==> config.mk <==
export PLATFORM = sky130hd
export DESIGN_NAME = input_event_key_decoder_unit_flat
export DESIGN_NICKNAME = d
export VERILOG_FILES = /design/src/hdl/iekd_pkg.sv /design/src/hdl/iekd_channels.sv /design/src/hdl/iekd_front.sv /design/src/hdl/iekd_fifo.sv /design/src/hdl/iekd_back.sv /design/src/hdl/input_event_key_decoder_unit.sv /design/src/flat_wrapper.sv
export SDC_FILE = /design/constraint.sdc
export NUM_CORES = 1
export LEC_CHECK = 0
export BUFFER_PORTS_ARGS = -buffer_cell sky130_fd_sc_hd__buf_4
export CORE_ASPECT_RATIO = 1.25
export CORE_MARGIN = 1.5
export CORE_UTILIZATION = 55
export DETAILED_ROUTE_END_ITERATION = 12
export PLACE_DENSITY = 0.78
export SLEW_MARGIN = 5
export SYNTH_ARGS = -nofsm -noshare
export SYNTH_HDL_FRONTEND = slang
export SYNTH_HIERARCHICAL = 1
export SYNTH_SLANG_ARGS = --single-unit
==> constraint.sdc <==
create_clock -name clk -period 6.4 [get_ports clk]
set_clock_uncertainty 0.1 [all_clocks]
set_input_delay 0.64 -clock clk [delete_from_list [all_inputs] [get_ports clk]]
set_output_delay 0.64 -clock clk [all_outputs]
set_load 0.1 [all_outputs]
==> src/hdl/iekd_pkg.sv <==
// Package for the input event key decoder: codes, record type, key code table.
package iekd_pkg;

	// Action codes of the input stream
	typedef enum logic [1:0] {
		ACT_DATA       = 2'd0,
		ACT_CONNECT    = 2'd1,
		ACT_DISCONNECT = 2'd2
	} action_t;

	// Packet type codes found at offset 8
	localparam logic [7:0] TYPE_SYNC   = 8'h00;
	localparam logic [7:0] TYPE_KEY    = 8'h01;
	localparam logic [7:0] TYPE_ABS    = 8'h03;
	localparam logic [7:0] TYPE_KEYABS = 8'h04;

	// Packet layout
	localparam int POS_W         = 5;
	localparam logic [POS_W-1:0] POS_TYPE      = 5'd8;
	localparam logic [POS_W-1:0] POS_LAST_SHORT = 5'd15;
	localparam logic [POS_W-1:0] POS_LAST_LONG  = 5'd31;

	// Adler-32 modulus
	localparam logic [16:0] ADLER_MOD = 17'd65521;

	// LED word widths and codes
	localparam int LED_W = 9;
	localparam logic [LED_W-1:0] LED_DISCONNECT = 9'h100;

	// Record passed from the front to the back
	typedef enum logic [1:0] {
		REC_PACKET     = 2'd0,
		REC_CONNECT    = 2'd1,
		REC_DISCONNECT = 2'd2
	} rec_kind_t;

	typedef struct packed {
		rec_kind_t   kind;
		logic [31:0] sum;
		logic        unexp;
	} record_t;

	// Record queue depth
	localparam int FIFO_DEPTH = 2;
	localparam int FIFO_AW    = $clog2(FIFO_DEPTH);
	localparam int FIFO_CW    = $clog2(FIFO_DEPTH + 1);

	// Key code table
	localparam int NUM_CODES = 30;

	typedef struct packed {
		logic [31:0] code;
		logic [7:0]  and_mask;
		logic [7:0]  or_mask;
	} key_code_t;

	localparam key_code_t KEY_TABLE [NUM_CODES] = '{
		'{32'h002e0005, 8'hFF, 8'h80}, '{32'h042a0104, 8'hFF, 8'h20},
		'{32'h022a0084, 8'h5F, 8'h00}, '{32'h00280004, 8'hFF, 8'h40},
		'{32'h04240103, 8'hFF, 8'h10}, '{32'h02240083, 8'hAF, 8'h00},
		'{32'h032f0046, 8'hFF, 8'h08}, '{32'h032b0045, 8'hF7, 8'h00},
		'{32'h03490048, 8'hFF, 8'h04}, '{32'h03450047, 8'hFB, 8'h00},
		'{32'h02790038, 8'hFF, 8'h02}, '{32'h02750037, 8'hFD, 8'h00},
		'{32'h025f0036, 8'hFF, 8'h01}, '{32'h025b0035, 8'hFE, 8'h00},
		'{32'h0a3400cb, 8'hFF, 8'h80}, '{32'h0a3000ca, 8'h7F, 8'h00},
		'{32'h0a1800cb, 8'hFF, 8'h40}, '{32'h0a1400ca, 8'hBF, 8'h00},
		'{32'h0a3e00cf, 8'hFF, 8'h20}, '{32'h0a3a00ce, 8'hDF, 8'h00},
		'{32'h0a0a00cb, 8'hFF, 8'h10}, '{32'h0a0600ca, 8'hEF, 8'h00},
		'{32'h06280077, 8'hFF, 8'h08}, '{32'h06240076, 8'hF7, 8'h00},
		'{32'h052a0056, 8'hFF, 8'h04}, '{32'h05260055, 8'hFB, 8'h00},
		'{32'h02660034, 8'hFF, 8'h02}, '{32'h02620033, 8'hFD, 8'h00},
		'{32'h04ae005b, 8'hFF, 8'h01}, '{32'h04aa005a, 8'hFE, 8'h00}
	};

	// Apply the first matching key code to the key state; no match keeps it
	function automatic logic [7:0] key_update(input logic [31:0] code, input logic [7:0] keys);
		logic       hit;
		logic [7:0] res;
		hit = 1'b0;
		res = keys;
		for (int k = 0; k < NUM_CODES; k++) begin
			if (!hit && code == KEY_TABLE[k].code) begin
				hit = 1'b1;
				res = (keys & KEY_TABLE[k].and_mask) | KEY_TABLE[k].or_mask;
			end
		end
		return res;
	endfunction

endpackage

==> src/hdl/iekd_channels.sv <==
// Stream channel interfaces of the input event key decoder.
interface iekd_in_if;
	logic       valid;
	logic       ready;
	logic [1:0] action;
	logic [7:0] data_byte;

	modport source (output valid, action, data_byte, input ready);
	modport sink (input valid, action, data_byte, output ready);
endinterface

interface iekd_out_if;
	logic        valid;
	logic        ready;
	logic [8:0]  led_word;
	logic [31:0] packet_checksum;
	logic        unexpected_type;

	modport source (output valid, led_word, packet_checksum, unexpected_type, input ready);
	modport sink (input valid, led_word, packet_checksum, unexpected_type, output ready);
endinterface

==> src/hdl/iekd_front.sv <==
// Front end: accepts bytes, tracks packet framing and the running Adler-32.
module iekd_front (
	input  logic              clk,
	input  logic              arst_n,
	iekd_in_if.sink           stream,
	output logic              push_valid,
	input  logic              push_ready,
	output iekd_pkg::record_t push_rec
);

	logic [iekd_pkg::POS_W-1:0] pos_q;
	logic                       long_q;
	logic                       csum_en_q;
	logic                       unexp_q;
	logic [15:0]                sum_lo_q;
	logic [15:0]                sum_hi_q;

	logic        accept;
	logic        is_type;
	logic        long_n;
	logic        csum_en_n;
	logic        unexp_n;
	logic [7:0]  eff;
	logic [16:0] lo_sum;
	logic [16:0] hi_sum;
	logic [15:0] lo_n;
	logic [15:0] hi_n;
	logic        last;
	logic        is_data;
	logic        is_conn;
	logic        is_disc;

	assign stream.ready = push_ready;
	assign accept       = stream.valid && push_ready;

	assign is_data = stream.action == iekd_pkg::ACT_DATA;
	assign is_conn = stream.action == iekd_pkg::ACT_CONNECT;
	assign is_disc = stream.action == iekd_pkg::ACT_DISCONNECT;

	// Type byte classification
	assign is_type = pos_q == iekd_pkg::POS_TYPE;
	always_comb begin
		long_n    = long_q;
		csum_en_n = csum_en_q;
		unexp_n   = unexp_q;
		if (is_type) begin
			long_n    = stream.data_byte == iekd_pkg::TYPE_KEY ||
			            stream.data_byte == iekd_pkg::TYPE_KEYABS;
			csum_en_n = stream.data_byte == iekd_pkg::TYPE_ABS ||
			            stream.data_byte == iekd_pkg::TYPE_KEYABS;
			unexp_n   = !(stream.data_byte == iekd_pkg::TYPE_SYNC ||
			              stream.data_byte == iekd_pkg::TYPE_KEY ||
			              stream.data_byte == iekd_pkg::TYPE_ABS ||
			              stream.data_byte == iekd_pkg::TYPE_KEYABS);
		end
	end

	// Adler-32 step; the first half of each 16-byte block of a packet counts as zero
	assign eff    = pos_q[3] ? stream.data_byte : 8'h00;
	assign lo_sum = {1'b0, sum_lo_q} + {9'b0, eff};
	assign lo_n   = (lo_sum >= iekd_pkg::ADLER_MOD) ? 16'(lo_sum - iekd_pkg::ADLER_MOD)
	                                                : lo_sum[15:0];
	assign hi_sum = {1'b0, sum_hi_q} + {1'b0, lo_n};
	assign hi_n   = (hi_sum >= iekd_pkg::ADLER_MOD) ? 16'(hi_sum - iekd_pkg::ADLER_MOD)
	                                                : hi_sum[15:0];

	assign last = pos_q == iekd_pkg::POS_LAST_LONG ||
	              (pos_q == iekd_pkg::POS_LAST_SHORT && !long_n);

	// Record toward the back end
	assign push_valid = stream.valid && (is_conn || is_disc || (is_data && last));
	always_comb begin
		push_rec.sum   = 32'h0;
		push_rec.unexp = 1'b0;
		if (is_conn) begin
			push_rec.kind = iekd_pkg::REC_CONNECT;
		end else if (is_disc) begin
			push_rec.kind = iekd_pkg::REC_DISCONNECT;
		end else begin
			push_rec.kind  = iekd_pkg::REC_PACKET;
			push_rec.sum   = csum_en_n ? {hi_n, lo_n} : 32'h0;
			push_rec.unexp = unexp_n;
		end
	end

	// Packet state
	always_ff @(posedge clk or negedge arst_n) begin
		if (!arst_n) begin
			pos_q     <= '0;
			long_q    <= 1'b0;
			csum_en_q <= 1'b0;
			unexp_q   <= 1'b0;
			sum_lo_q  <= 16'd1;
			sum_hi_q  <= 16'd0;
		end else if (accept) begin
			if (is_conn || is_disc || (is_data && last)) begin
				pos_q     <= '0;
				long_q    <= 1'b0;
				csum_en_q <= 1'b0;
				unexp_q   <= 1'b0;
				sum_lo_q  <= 16'd1;
				sum_hi_q  <= 16'd0;
			end else if (is_data) begin
				pos_q     <= pos_q + 1'b1;
				long_q    <= long_n;
				csum_en_q <= csum_en_n;
				unexp_q   <= unexp_n;
				sum_lo_q  <= lo_n;
				sum_hi_q  <= hi_n;
			end
		end
	end

endmodule

==> src/hdl/iekd_fifo.sv <==
// Short record queue between the front and back ends.
module iekd_fifo (
	input  logic              clk,
	input  logic              arst_n,
	input  logic              push_valid,
	output logic              push_ready,
	input  iekd_pkg::record_t push_rec,
	output logic              pop_valid,
	input  logic              pop_ready,
	output iekd_pkg::record_t pop_rec
);

	iekd_pkg::record_t            entries_q [iekd_pkg::FIFO_DEPTH];
	logic [iekd_pkg::FIFO_AW-1:0] wr_ptr_q;
	logic [iekd_pkg::FIFO_AW-1:0] rd_ptr_q;
	logic [iekd_pkg::FIFO_CW-1:0] count_q;
	logic                         push;
	logic                         pop;

	assign push_ready = count_q != iekd_pkg::FIFO_CW'(iekd_pkg::FIFO_DEPTH);
	assign pop_valid  = count_q != '0;
	assign pop_rec    = entries_q[rd_ptr_q];
	assign push       = push_valid && push_ready;
	assign pop        = pop_valid && pop_ready;

	// Storage
	always_ff @(posedge clk) begin
		if (push) begin
			entries_q[wr_ptr_q] <= push_rec;
		end
	end

	// Pointers and fill count
	always_ff @(posedge clk or negedge arst_n) begin
		if (!arst_n) begin
			wr_ptr_q <= '0;
			rd_ptr_q <= '0;
			count_q  <= '0;
		end else begin
			if (push) begin
				wr_ptr_q <= (wr_ptr_q == iekd_pkg::FIFO_AW'(iekd_pkg::FIFO_DEPTH - 1)) ?
				            '0 : wr_ptr_q + 1'b1;
			end
			if (pop) begin
				rd_ptr_q <= (rd_ptr_q == iekd_pkg::FIFO_AW'(iekd_pkg::FIFO_DEPTH - 1)) ?
				            '0 : rd_ptr_q + 1'b1;
			end
			if (push && !pop) begin
				count_q <= count_q + 1'b1;
			end else if (pop && !push) begin
				count_q <= count_q - 1'b1;
			end
		end
	end

endmodule

==> src/hdl/iekd_back.sv <==
// Back end: key code match, key state and the result output register.
module iekd_back (
	input  logic              clk,
	input  logic              arst_n,
	input  logic              rec_valid,
	output logic              rec_ready,
	input  iekd_pkg::record_t rec,
	iekd_out_if.source        result
);

	logic [7:0]                 keys_q;
	logic                       out_valid_q;
	logic [iekd_pkg::LED_W-1:0] led_q;
	logic [31:0]                sum_q;
	logic                       unexp_q;
	logic                       pop;
	logic [7:0]                 keys_n;

	assign rec_ready = !out_valid_q || result.ready;
	assign pop       = rec_valid && rec_ready;

	assign result.valid           = out_valid_q;
	assign result.led_word        = led_q;
	assign result.packet_checksum = sum_q;
	assign result.unexpected_type = unexp_q;

	// Next key state for the record at the head of the queue
	always_comb begin
		unique case (rec.kind)
			iekd_pkg::REC_PACKET:     keys_n = iekd_pkg::key_update(rec.sum, keys_q);
			iekd_pkg::REC_CONNECT:    keys_n = 8'h00;
			iekd_pkg::REC_DISCONNECT: keys_n = keys_q;
			default:                  keys_n = keys_q;
		endcase
	end

	// Control: key state and output valid
	always_ff @(posedge clk or negedge arst_n) begin
		if (!arst_n) begin
			keys_q      <= 8'h00;
			out_valid_q <= 1'b0;
		end else begin
			if (pop) begin
				keys_q      <= keys_n;
				out_valid_q <= 1'b1;
			end else if (result.ready) begin
				out_valid_q <= 1'b0;
			end
		end
	end

	// Result payload
	always_ff @(posedge clk) begin
		if (pop) begin
			sum_q   <= rec.sum;
			unexp_q <= rec.unexp;
			if (rec.kind == iekd_pkg::REC_DISCONNECT) begin
				led_q <= iekd_pkg::LED_DISCONNECT;
			end else begin
				led_q <= {1'b0, keys_n};
			end
		end
	end

endmodule

==> src/hdl/input_event_key_decoder_unit.sv <==
// Top level of the input event key decoder.
//
//   channel  dir  payload                                       transfer
//   stream   in   action[1:0], data_byte[7:0]                   valid && ready
//   result   out  led_word[8:0], packet_checksum[31:0],         valid && ready
//                 unexpected_type
//
// One byte per cycle is taken while the record queue has room; the front updates
// framing and Adler-32 in the cycle of the transfer. With no stall, the result of
// the byte that ends a packet (or of a connect/disconnect) is written into the
// record queue and from there into the output register, where it can be taken.
// Reset clears key state, packet framing and the record queue at once.
// A stalled result fills the two-entry record queue; stream.ready drops only
// when the queue is full.
module input_event_key_decoder_unit (
	input  logic       clk,
	input  logic       arst_n,
	iekd_in_if.sink    stream,
	iekd_out_if.source result
);

	logic              push_valid;
	logic              push_ready;
	iekd_pkg::record_t push_rec;
	logic              pop_valid;
	logic              pop_ready;
	iekd_pkg::record_t pop_rec;

	iekd_front u_front (
		.clk        (clk),
		.arst_n     (arst_n),
		.stream     (stream),
		.push_valid (push_valid),
		.push_ready (push_ready),
		.push_rec   (push_rec)
	);

	iekd_fifo u_fifo (
		.clk        (clk),
		.arst_n     (arst_n),
		.push_valid (push_valid),
		.push_ready (push_ready),
		.push_rec   (push_rec),
		.pop_valid  (pop_valid),
		.pop_ready  (pop_ready),
		.pop_rec    (pop_rec)
	);

	iekd_back u_back (
		.clk       (clk),
		.arst_n    (arst_n),
		.rec_valid (pop_valid),
		.rec_ready (pop_ready),
		.rec       (pop_rec),
		.result    (result)
	);

endmodule
==> src/flat_wrapper.sv <==
// flat-port wrapper written by rule: the top's interface ports become plain ports
module input_event_key_decoder_unit_flat 
  (clk, arst_n, stream_valid, stream_action, stream_data_byte, stream_ready, result_valid, result_led_word, result_packet_checksum, result_unexpected_type, result_ready);
  iekd_in_if stream_i ();
  iekd_out_if result_i ();
  input  logic clk;
  input  logic arst_n;
  input wire logic [$bits(stream_i.valid)-1:0] stream_valid;
  input wire logic [$bits(stream_i.action)-1:0] stream_action;
  input wire logic [$bits(stream_i.data_byte)-1:0] stream_data_byte;
  output wire logic [$bits(stream_i.ready)-1:0] stream_ready;
  output wire logic [$bits(result_i.valid)-1:0] result_valid;
  output wire logic [$bits(result_i.led_word)-1:0] result_led_word;
  output wire logic [$bits(result_i.packet_checksum)-1:0] result_packet_checksum;
  output wire logic [$bits(result_i.unexpected_type)-1:0] result_unexpected_type;
  input wire logic [$bits(result_i.ready)-1:0] result_ready;
  assign stream_i.valid = stream_valid;
  assign stream_i.action = stream_action;
  assign stream_i.data_byte = stream_data_byte;
  assign stream_ready = stream_i.ready;
  assign result_valid = result_i.valid;
  assign result_led_word = result_i.led_word;
  assign result_packet_checksum = result_i.packet_checksum;
  assign result_unexpected_type = result_i.unexpected_type;
  assign result_i.ready = result_ready;
  input_event_key_decoder_unit u_core (.clk(clk), .arst_n(arst_n), .stream(stream_i), .result(result_i));
endmodule
==> impl_metrics.toml <==
[timing]
f_max_ghz = 0.155
rsz_0062_raised_after_global_routing = "yes"
final_min_period_over_clock_period = 1.01
postLayoutSetupSlackWorst_ns = -0.0416
fin_hold_viols = 0
max-slew-margin-rel = 0.244
timing_worst_slew_pin_value_ns = 1.13
final-max-slew-violation-count = 0
report.final.setup_viol = 9
period_minus_slack_ns = 6.44

[drt]
routed_wire_length_per_instance_um = 21.7
dr_total_vias = 9829
wl_um = 32900
detailed_router_iteration_count_before_antenna_repair = 6
routed_via_density = 6.46
drc = 0
detailedRoute.firstIterationViolations = 938
detail-route-antenna-nets = 0

[worst_setup_path]
reg2reg_depth = 26
critPathArrivalTime_ns = 6.47
timing.critical_path.slowest_cell_delay_ns = 0.43
critPathCaptureType = "flop"
worst_path_max_delay_cell = "sky130_fd_sc_hd__dfrtp_1"
crit_required_ns = 6.43
timing.critical_path.from_type = "flop"
crit_type = "flop to flop"
worst-path-max-fanout = 5
worstSetupPathDepth = 26
cpLargestDelayFamily = "compound AO/OA/AOI/OAI gates"
cp.buffers_inverters = 4

[place]
placed_cell_area_mm2 = 0.0125
placement.setup.worst_slack_ns = -0.347
gp_routability_congestion = 0.979
numPortBuffers = 57
hpwl_um = 23800

[pwr]
p_leak_nw = 5.41
power_density_mw_per_mm2 = 369
power.ir.vdd_worst_mv = 0.278
clkPwrFrac = 0.211
seq_power_share = 0.311
share_comb_of_total_power = 0.477
netSwitchingFraction = 0.460
p_sw_mw = 2.28
power_report.internal_total_mw = 2.67

[cts]
worstSkewPairLatency_ns = 0.43
number_of_buffers_inserted_by_hold_repair_at_cts = 0
cts_buffer_depth = 2
cts.htree.levels = 4
tritoncts_clock_tree = "done"
worst_setup_hold_path_clk_slew_ns = 0.07
clock_sinks = 165
ctsRootBufferMaster = "sky130_fd_sc_hd__clkbuf_16"
cts_made_buffers = 17

[run_status]
outcome = "finished, violations left"
violations = "setup timing"

[synthesis]
sequential_share_of_the_synthesized_area = 0.421
post_synth_instance_area_mm2 = 0.0111
syn_inst = 1092
yosys.cell_types.count = 107
post_synthesis_sequential_element_count = 165
most_instantiated_flip_flop_cell_in_the_synthesis_netlist = "sky130_fd_sc_hd__edfxtp_1"
number_of_flops_mapped_to_enable_cells_by_yosys = 112
async_reset_ff_frac = 0.321
synth.yosys.warnings = 6
postSynthNetCount = 1147
syn-mean-instance-area_um2 = 10.2

[layout]
postLayoutCellArea_mm2 = 0.0134
multi_input_comb_area_mm2 = 0.00631
area_delta_synth_final_pct = 20.6
filler_cell_count = 1527
regArea_mm2 = 0.00469
final_nets = 1293
antenna_diodes = 0
layout-drive-gt1-share = 0.278

[hold_path]
min_path_type = "primary input to asynchronous set/reset pin"

[global_route]
antenna_found_initial = 0
grtUsageTotal = 0.313
first_global_vias = 9475
grt_overflow = 0
wire_length_of_the_first_global_routing_pass_um = 50200
grt_max_degree = 54

[floorplanning]
floorplan.die.width_um = 130
height_of_the_chip_um = 162
floorplan.initialDensity = 0.558
row_count = 58
placeableCoreArea_mm2 = 0.0200
fp.dieArea_mm2 = 0.0211
floorplan.io_pins = 58

[job]
max_cap_violation_count = 0
path summary, 6_finish.rpt:
path,startpoint,end,slack (ns)
max,u_core/u_front/pos_q[3],u_core/u_fifo/entries_q[0][32],-0.04
min,arst_n,u_core/u_back/result.valid,0.19
max reg2reg,u_core/u_front/pos_q[3],u_core/u_fifo/entries_q[0][32],-0.04
min reg2reg,u_core/u_front/unexp_q,u_core/u_front/unexp_q,0.38
max in group asynchronous,arst_n,u_core/u_fifo/rd_ptr_q,5.46
min in group clk,u_core/u_front/unexp_q,u_core/u_front/unexp_q,0.38
metal layers:
layer	GRT usage	up-vias	wire length [um]
li1	-	4491	-
met4	0.179	0	1990
met3	0.0491	144	1720
met5	0	-	0
met2	0.552	486	17100
met1	0.353	4708	12200
worst reg2reg max path, stage by stage (launching register included):
cell and delay [ns]:
sky130_fd_sc_hd__dfrtp_1 0.43, sky130_fd_sc_hd__and2_1 0.16, sky130_fd_sc_hd__ha_2 0.18, sky130_fd_sc_hd__fa_2 0.39, sky130_fd_sc_hd__a211oi_4 0.27, sky130_fd_sc_hd__nor3_2 0.07, sky130_fd_sc_hd__or3b_4 0.40, sky130_fd_sc_hd__buf_6 0.13
sky130_fd_sc_hd__o32a_1 0.30, sky130_fd_sc_hd__and3_4 0.17, sky130_fd_sc_hd__a2111oi_4 0.42, sky130_fd_sc_hd__a31oi_4 0.17, sky130_fd_sc_hd__xnor2_2 0.26, sky130_fd_sc_hd__ha_2 0.25, sky130_fd_sc_hd__inv_2 0.04, sky130_fd_sc_hd__fa_2 0.34
sky130_fd_sc_hd__nand3b_1 0.28, sky130_fd_sc_hd__a211oi_4 0.37, sky130_fd_sc_hd__nor2_2 0.09, sky130_fd_sc_hd__a211oi_2 0.33, sky130_fd_sc_hd__nand2_2 0.14, sky130_fd_sc_hd__nor4_4 0.16, sky130_fd_sc_hd__buf_6 0.18, sky130_fd_sc_hd__buf_4 0.14
sky130_fd_sc_hd__a21oi_1 0.07, sky130_fd_sc_hd__a31oi_2 0.22, sky130_fd_sc_hd__nor2_1 0.09
area by class of cell:
class | instances | share of cell area
multi-input combinational | 841 | 0.470
sequential | 165 | 0.349
timing repair buffer | 179 | 0.101
clock buffer | 18 | 0.0327
tap | 270 | 0.0251
clock inverter | 14 | 0.0124
inverter | 34 | 0.00950
flip-flops by register name (all words and copies together) (netlist names), 2 cells and up:
signal / count
u_core/u_back/result.led_word: 9
u_core/u_front/sum_lo_q: 16
u_core/u_front/sum_hi_q: 16
u_core/u_back/result.packet_checksum: 32
u_core/u_fifo/count_q: 2
u_core/u_back/keys_q: 8
u_core/u_fifo/entries_q: 70
u_core/u_front/pos_q: 5
cell families (layout without fill, tap and decap cells):
group / count (synthesis) / count (layout) / synth area share
xor gates and xnor gates: 35 / 35 / 0.0282
and+or+nand+nor: 467 / 467 / 0.246
DFF: 165 / 165 / 0.421
muxes: 47 / 47 / 0.0576
adders and majority gates: 41 / 41 / 0.0474
buffers and inverters: 86 / 245 / 0.0385
AOI/OAI and AO/OA: 251 / 251 / 0.161
placed cells by master, fill, tap and decap left out, types with 9 or more instances in the layout:
cell type / netlist / final
sky130_fd_sc_hd__inv_1: 34 / 31
sky130_fd_sc_hd__nand2b_1: 17 / 17
sky130_fd_sc_hd__and3_1: 18 / 17
sky130_fd_sc_hd__or3_1: 18 / 14
sky130_fd_sc_hd__edfxtp_1: 112 / 112
sky130_fd_sc_hd__or4_1: 10 / 10
sky130_fd_sc_hd__nor3_1: 43 / 40
sky130_fd_sc_hd__o21ai_0: 44 / 44
sky130_fd_sc_hd__ha_1: 39 / 36
sky130_fd_sc_hd__nand2_1: 88 / 85
sky130_fd_sc_hd__nand3_1: 29 / 28
sky130_fd_sc_hd__clkbuf_16: 0 / 17
sky130_fd_sc_hd__nor2_1: 63 / 60
sky130_fd_sc_hd__a31oi_1: 11 / 9
sky130_fd_sc_hd__a21oi_1: 58 / 48
sky130_fd_sc_hd__xor2_1: 12 / 12
sky130_fd_sc_hd__nand4_1: 26 / 26
sky130_fd_sc_hd__mux2_4: 30 / 30
sky130_fd_sc_hd__o211ai_1: 9 / 9
sky130_fd_sc_hd__and2_1: 27 / 27
sky130_fd_sc_hd__nor4_1: 21 / 20
sky130_fd_sc_hd__o31ai_1: 9 / 9
sky130_fd_sc_hd__dfrtp_1: 52 / 51
sky130_fd_sc_hd__a21o_1: 14 / 14
sky130_fd_sc_hd__a22o_1: 11 / 11
sky130_fd_sc_hd__nor2b_1: 16 / 16
sky130_fd_sc_hd__xnor2_1: 22 / 20
sky130_fd_sc_hd__buf_4: 5 / 174
sky130_fd_sc_hd__a21oi_2: 4 / 10
Yosys cell counts, types with 27 or more instances:
cell / count / area share
sky130_fd_sc_hd__edfxtp_1: 112 / 0.30
sky130_fd_sc_hd__nand2_1: 88 / 0.030
sky130_fd_sc_hd__nor2_1: 63 / 0.021
sky130_fd_sc_hd__a21oi_1: 58 / 0.026
sky130_fd_sc_hd__dfrtp_1: 52 / 0.12
sky130_fd_sc_hd__o21ai_0: 44 / 0.020
sky130_fd_sc_hd__nor3_1: 43 / 0.019
sky130_fd_sc_hd__ha_1: 39 / 0.044
sky130_fd_sc_hd__inv_1: 34 / 0.011
sky130_fd_sc_hd__clkbuf_1: 31 / 0.010
sky130_fd_sc_hd__mux2_4: 30 / 0.040
sky130_fd_sc_hd__nand3_1: 29 / 0.013
sky130_fd_sc_hd__and2_1: 27 / 0.015
per-stage QoR:
step	util	total power [mW]	cells	setup TNS, ns	hold slack, ns
2_1_floorplan	-	3.31	1092	-0.0387	0.244
3_5_place_dp	0.625	3.86	1475	-12.64	0.371
6_report	0.673	4.95	1521	-0.164	0.190
5_1_grt	0.673	5.14	1521	-7.27	0.251
3_3_place_gp	0.625	3.83	1475	-7.92	0.356
4_1_cts	0.657	4.90	1510	0	0.212
power groups by stage:
stage / clock [mW] / sequential (mW) / combinational, mW
floorplan: 0 / 2.32 / 0.997
global placement: 0 / 1.55 / 2.27
detailed placement: 0 / 1.56 / 2.30
CTS: 1.06 / 1.54 / 2.30
global route: 1.10 / 1.57 / 2.47
finish: 1.05 / 1.54 / 2.36
timing repair:
action	in CTS	in global routing
setup buffers	3	11
resized for setup	3	51
cloned	0	0
setup endpoints to repair	20	48
pin swaps	1	34
No activity file was read; power rests on OpenSTA's default activity.
